--- src/rtl/core/pdcc_pkg.sv ---
// ----------------------------------------------------------------------------
// pdcc_pkg
// Shared types and constants for the pixel decay-chain correlator.
// ----------------------------------------------------------------------------
package pdcc_pkg;

	localparam int unsigned DefXStrips   = 40;
	localparam int unsigned DefYStrips   = 40;
	localparam int unsigned DefChainDepth = 16;

	localparam int unsigned PixW   = 12;
	localparam int unsigned InfoW  = 31;
	localparam int unsigned TimeW  = 48;
	localparam int unsigned InDataW  = 88;
	localparam int unsigned OutDataW = 104;

	localparam logic [2:0] KIND_ALPHA   = 3'd1;
	localparam logic [2:0] KIND_HEAVY   = 3'd2;
	localparam logic [2:0] KIND_FISSION = 3'd3;

	localparam logic STATUS_RECORD = 1'b0;
	localparam logic STATUS_ERROR  = 1'b1;

	typedef enum logic [3:0] {
		ST_CLEAR,
		ST_IDLE,
		ST_META,
		ST_DECIDE,
		ST_APPEND,
		ST_CLOSE,
		ST_HEAD,
		ST_RD,
		ST_LOAD,
		ST_OUT,
		ST_EWAIT,
		ST_WB
	} state_t;

	typedef struct packed {
		logic clr;
		logic take;
		logic meta_cap;
		logic append;
		logic close;
		logic head_cap;
		logic out_load;
		logic idx_inc;
		logic wb;
	} cmd_t;

	typedef struct packed {
		logic clr_last;
		logic range_bad;
		logic kind_heavy;
		logic kind_fission;
		logic flush_ok;
		logic head_ok;
		logic idx_last;
		logic out_fire;
	} sts_t;

endpackage

--- src/rtl/core/pdcc_ctrl.sv ---
// ----------------------------------------------------------------------------
// pdcc_ctrl
// Sequencer: clearing pass, append/close ordering and chain replay.
// ----------------------------------------------------------------------------
module pdcc_ctrl import pdcc_pkg::*; (
	input  logic   clk,
	input  logic   arst_n,
	input  logic   in_fire,
	input  sts_t   sts,
	output logic   in_ready,
	output cmd_t   cmd
);

	state_t state_q, state_d;

	// state register
	always_ff @(posedge clk or negedge arst_n) begin
		if (!arst_n) begin
			state_q <= ST_CLEAR;
		end else begin
			state_q <= state_d;
		end
	end

	// next state and commands
	always_comb begin
		state_d  = state_q;
		cmd      = '0;
		in_ready = 1'b0;
		case (state_q)
			ST_CLEAR: begin
				cmd.clr = 1'b1;
				if (sts.clr_last) state_d = ST_IDLE;
			end
			ST_IDLE: begin
				in_ready = 1'b1;
				if (in_fire) begin
					cmd.take = 1'b1;
					state_d  = sts.range_bad ? ST_EWAIT : ST_META;
				end
			end
			ST_META: begin
				cmd.meta_cap = 1'b1;
				state_d      = ST_DECIDE;
			end
			ST_DECIDE: begin
				state_d = sts.kind_heavy ? ST_CLOSE : ST_APPEND;
			end
			ST_APPEND: begin
				cmd.append = 1'b1;
				state_d    = sts.kind_fission ? ST_CLOSE : ST_WB;
			end
			ST_CLOSE: begin
				cmd.close = 1'b1;
				if (sts.flush_ok) state_d = ST_HEAD;
				else state_d = sts.kind_heavy ? ST_APPEND : ST_WB;
			end
			ST_HEAD: begin
				cmd.head_cap = 1'b1;
				if (sts.head_ok) state_d = ST_RD;
				else state_d = sts.kind_heavy ? ST_APPEND : ST_WB;
			end
			ST_RD: begin
				state_d = ST_LOAD;
			end
			ST_LOAD: begin
				cmd.out_load = 1'b1;
				state_d      = ST_OUT;
			end
			ST_OUT: begin
				if (sts.out_fire) begin
					if (sts.idx_last) begin
						state_d = sts.kind_heavy ? ST_APPEND : ST_WB;
					end else begin
						cmd.idx_inc = 1'b1;
						state_d     = ST_RD;
					end
				end
			end
			ST_EWAIT: begin
				if (sts.out_fire) state_d = ST_IDLE;
			end
			ST_WB: begin
				cmd.wb  = 1'b1;
				state_d = ST_IDLE;
			end
			default: begin
				state_d = ST_IDLE;
			end
		endcase
	end

endmodule

--- config.mk ---
export PLATFORM = sky130hd
export DESIGN_NAME = pdcc_ctrl
export DESIGN_NICKNAME = d
export VERILOG_FILES = /design/src/rtl/core/pdcc_pkg.sv /design/src/rtl/core/pdcc_ctrl.sv
export SDC_FILE = /design/constraint.sdc
export NUM_CORES = 1
export LEC_CHECK = 0
export ABC_AREA = 1
export BUFFER_PORTS_ARGS = -buffer_cell sky130_fd_sc_hd__buf_2
export CAP_MARGIN = 20
export CORE_MARGIN = 5
export CORE_UTILIZATION = 35
export CTS_CLUSTER_DIAMETER = 50
export DETAILED_ROUTE_END_ITERATION = 8
export GPL_TIMING_DRIVEN = 0
export PLACE_DENSITY = 0.65
export SLEW_MARGIN = 5
export SYNTH_ARGS = -nofsm -noshare
export SYNTH_HDL_FRONTEND = slang
export SYNTH_SLANG_ARGS = --single-unit
--- constraint.sdc ---
create_clock -name clk -period 2.6 [get_ports clk]
set_clock_uncertainty 0.1 [all_clocks]
set_input_delay 0.26 -clock clk [delete_from_list [all_inputs] [get_ports clk]]
set_output_delay 0.26 -clock clk [all_outputs]
set_load 0.005 [all_outputs]
Word-level counts from Yosys, hierarchy flattened
Cells that the tools add are included.
Operators by class
  equal/unequal tests: 15
  muxes and demuxes: 25
  reductions and logical operators: 2
Operator list (number)
  $pmux W4 S11: 1
  $mux W4: 10
  $eq A4 B3 Y1 const B: 4
  $eq A4 B4 Y1 const B: 4
  $mux W1: 14
  $eq A4 B2 Y1 const B: 2
  $ne A2 B2 Y1 const B: 4
  $eq A4 B1 Y1 const B: 1
  $logic_not A4 Y1: 1
  $reduce_and A4 Y1: 1
Storage, ports and cells
  register bits after elaboration: 4
  output and inout port bits: 10
  word-level logic and storage cells: 43

Longest topological paths before layout
  depth after elaboration: 4
  depth in mapped cells: 9
  mapped depth without buffers: 9

Least setup slack after synthesis
OpenSTA, ideal clock, no wires.
  kind: flip-flop to flip-flop
  start point: register state_q[3]
  end point: register state_q[0]
  data arrival time: 1.076 ns
  data required time: 2.379 ns
  setup slack: 1.303 ns
  stages on the path, launching flop included: 7
  buffers on the path: 0
  clock period less this slack: 1.297 ns
  cell sequence: dfrtp_1 > nor2_1 > nand3_1 > nand3_2 > inv_2 > nor2_1 > a21oi_2
Between the ends
  cells in the longest elaborated chain, start to end: 3
  elaborated cells on any way between the ends: 17
Ends and longest elaborated chain
  from (decl): RTL line pdcc_ctrl.sv:14  | state_t state_q, state_d;
  from (signal assigned): RTL line pdcc_ctrl.sv:21  | state_q <= state_d;
  $eq A4 B4 Y1 (tied with other cells): RTL line pdcc_ctrl.sv:30  | case (state_q)
  $ne A2 B2 Y1 (no line)
  $reduce_and A4 Y1 (no line)
Several ways; a longest one is shown, not always the timed one.
A chain may end at the register's enable or synchronous reset.

==> out/summary.txt <==
Synthesized-area fraction occupied by ao, oa, aoi and oai cells = 7.71%
Clock transition at path regs = 0.04 ns
Setup-failing EPs final = 0
Vias in the first global route = 581
Design Area, Final = 649 um2
Largest family of logic cells by synthesized area = simple AND/OR/NAND/NOR gates
CTS H-tree depth = 1
RSZ-0062 raised after global routing = no
Measured slew at the worst slew-check pin = 0.436 ns
R2R depth = 6
Mapped Area = 503 um2
Clock sinks = 4
Mean post-synth cell area = 5.03 um2
First-pass GRT wire length = 2.35 mm
Pre-Repair DR Iteration Count = 4
Status = complete, no violations
Placed Area = 617 um2
Cts repair resizes = 0
Area of the core = 0.00133 mm2
Adder-cell share of the synthesized area = 0%
Mux share of post-synthesis cell area = 0%
Seq/Total Area, Yosys = 19.9%
XOR/XNOR share of the synthesized area = 0%
CP Class = reg -> out
Max Cap Violations = 0
Crit path arrival time = 1.40 ns
# diodes = 0
Vias per std cell = 4.65
Synthesized instance count = 100
Layout cell share with drive strength beyond 1 = 22.8%
Tcrit/Tclk final = 67.8%
Maximum VDD drop = 0.000474 V
GR Util All Layers = 14.4%
Die height = 47.9 um
Max transition margin = 70.8%
Fin. max-slew vios = 0
FF+latch count, synth = 4
Finished Core Util = 48.7%
Dominant cell type by area after synthesis = nand2_1
Largest register FFs = 4
Synth top area cells = nand2_1, dfrtp_1, nor2_1
Gr ovfl total = 0
Startpoint types = register
Nets = 136
Simple logic cell fraction of the synthesized area = 58.2%
I/O pin count = 21
Root buf cell = clkbuf_4
Hold Crit Class = in -> reg
# hold bufs at CTS = 1
CP Capture Type = output pin
Count of non-filler cells in the finished layout = 138
Residual DRC = 0
Post-placement cell count = 134
Site Rows = 13
Synth-to-Final Area Change = 29.1%
LEAKAGE = 0.000441 uW
Setup TNS = 0 ns
Die width = 47.9 um
Hold-critical path depth = 4
Fin. Hold Viols = 0
DR vias = 642
YS warnings = 0
Largest net degree at the start of global routing = 11
Post-place setup slack = 1.08 ns
Detailed Route WL = 1.35 mm
Post CTS Setup Buffer Count = 0
Unique masters post-synth = 14
Power Density = 949 mW/mm2
Die area = 0.00230 mm2
Largest Register = state_q
Fin crit period = 1.76 ns
Clk_lat worst skew = 0.23 ns
Starting DRT DRC Count = 15
Cts bufs inserted = 3
Final Wtd Congestion = 0.868
Clk buf depth = 2
Routed Antenna Nets = 0
Final worst setup slack = 0.838 ns
Initial antenna violation count = 0
Biggest regs = state_q (4)
Yosys top cell area share = 23.9%
Starting Density = 37.7%
Detailed Place HPWL = 1.17 mm
Wire per inst = 9.77 um
# port buffers = 19
CTS tree = done
Data required, critical path = 2.24 ns
FMAX = 567 MHz
Crit Path Max Fanout = 7
Syn Nets = 111
==> logic make-up (layout without fill, tap and decap cells) <==
| logic type | after synthesis | in the layout |
|---|---|---|
| and+or+nand+nor | 70 | 70 |
| buffers and inverters | 19 | 42 |
| AOI/OAI and AO/OA | 7 | 7 |
| DFF | 4 | 4 |
==> per-stage QoR <==
| step | hold slack (ns) | total power (uW) |
|---|---|---|
| finish | 0.212 | 616 |
| global route | 0.229 | 705 |
| CTS | 0.204 | 626 |
| detailed placement | -0.0319 | 544 |
| global placement | -0.0357 | 545 |
| floorplan | -0.136 | 426 |
==> final cells by class <==
class | instances | area (um2)
inverters | 18 | 67.6
plain buffers | 1 | 3.75
fillers | 151 | 684
well taps | 15 | 18.8
repair buffers | 20 | 105
flip-flops and latches | 4 | 100
clock buffers | 3 | 22.5
multi-input cells | 77 | 332
==> cells in the mapped netlist <==
cell type   n
nand2_1    32
nor2_1     23
inv_1      16
nand3_1     9
o21ai_0     6
dfrtp_1     4
inv_2       2
nand2_2     2
a21oi_2     1
clkbuf_1    1
nand3_2     1
nand3b_1    1
nor3_1      1
nor4_1      1
==> cells in the final DEF, fill, tap and decap left out <==
cell | synthesis | final
inv_1 | 16 | 16
inv_2 | 2 | 2
clkbuf_1 | 1 | 1
dlygate4sd3_1 | 0 | 1
clkbuf_4 | 0 | 3
a21oi_2 | 1 | 1
dfrtp_1 | 4 | 4
nand3b_1 | 1 | 1
nor2_1 | 23 | 23
nand3_1 | 9 | 9
nand2_1 | 32 | 32
nand3_2 | 1 | 1
o21ai_0 | 6 | 6
buf_2 | 0 | 19
nand2_2 | 2 | 2
nor3_1 | 1 | 1
nor4_1 | 1 | 1
==> per-layer routing <==
metal	global-route usage, %	wire length [um]	vias up
met1	20.2	643	270
li1	-	-	350
met3	6.02	90	0
met4	0	0	0
met2	22.2	613	22
met5	0	0	-
==> report_power, final <==
| group | leakage [uW] | internal, uW | switching (uW) |
|---|---|---|---|
| sequential | 0.0000500 | 90.9 | 41.4 |
| combinational | 0.000377 | 149 | 260 |
| clock | 0.0000138 | 51.5 | 23.6 |
==> path summary, 6_finish.rpt <==
| check | from | end | slack [ns] |
|---|---|---|---|
| max | state_q[2] | cmd[7] | 0.84 |
| min | sts[0] | state_q[3] | 0.21 |
| max reg2reg | state_q[2] | state_q[0] | 1.11 |
| min reg2reg | state_q[0] | state_q[0] | 0.55 |
| max in group asynchronous | arst_n | state_q[1] | 2.02 |
| min in group asynchronous | arst_n | state_q[3] | 0.26 |
==> worst max-delay path, cell delays in order, from the launching register on <==
cell and delay [ns]:
dfrtp_1 0.42, nor2_1 0.37, nand2_1 0.16, nor2_1 0.10
buf_2 0.11
No activity file was read; power rests on OpenSTA's default activity.
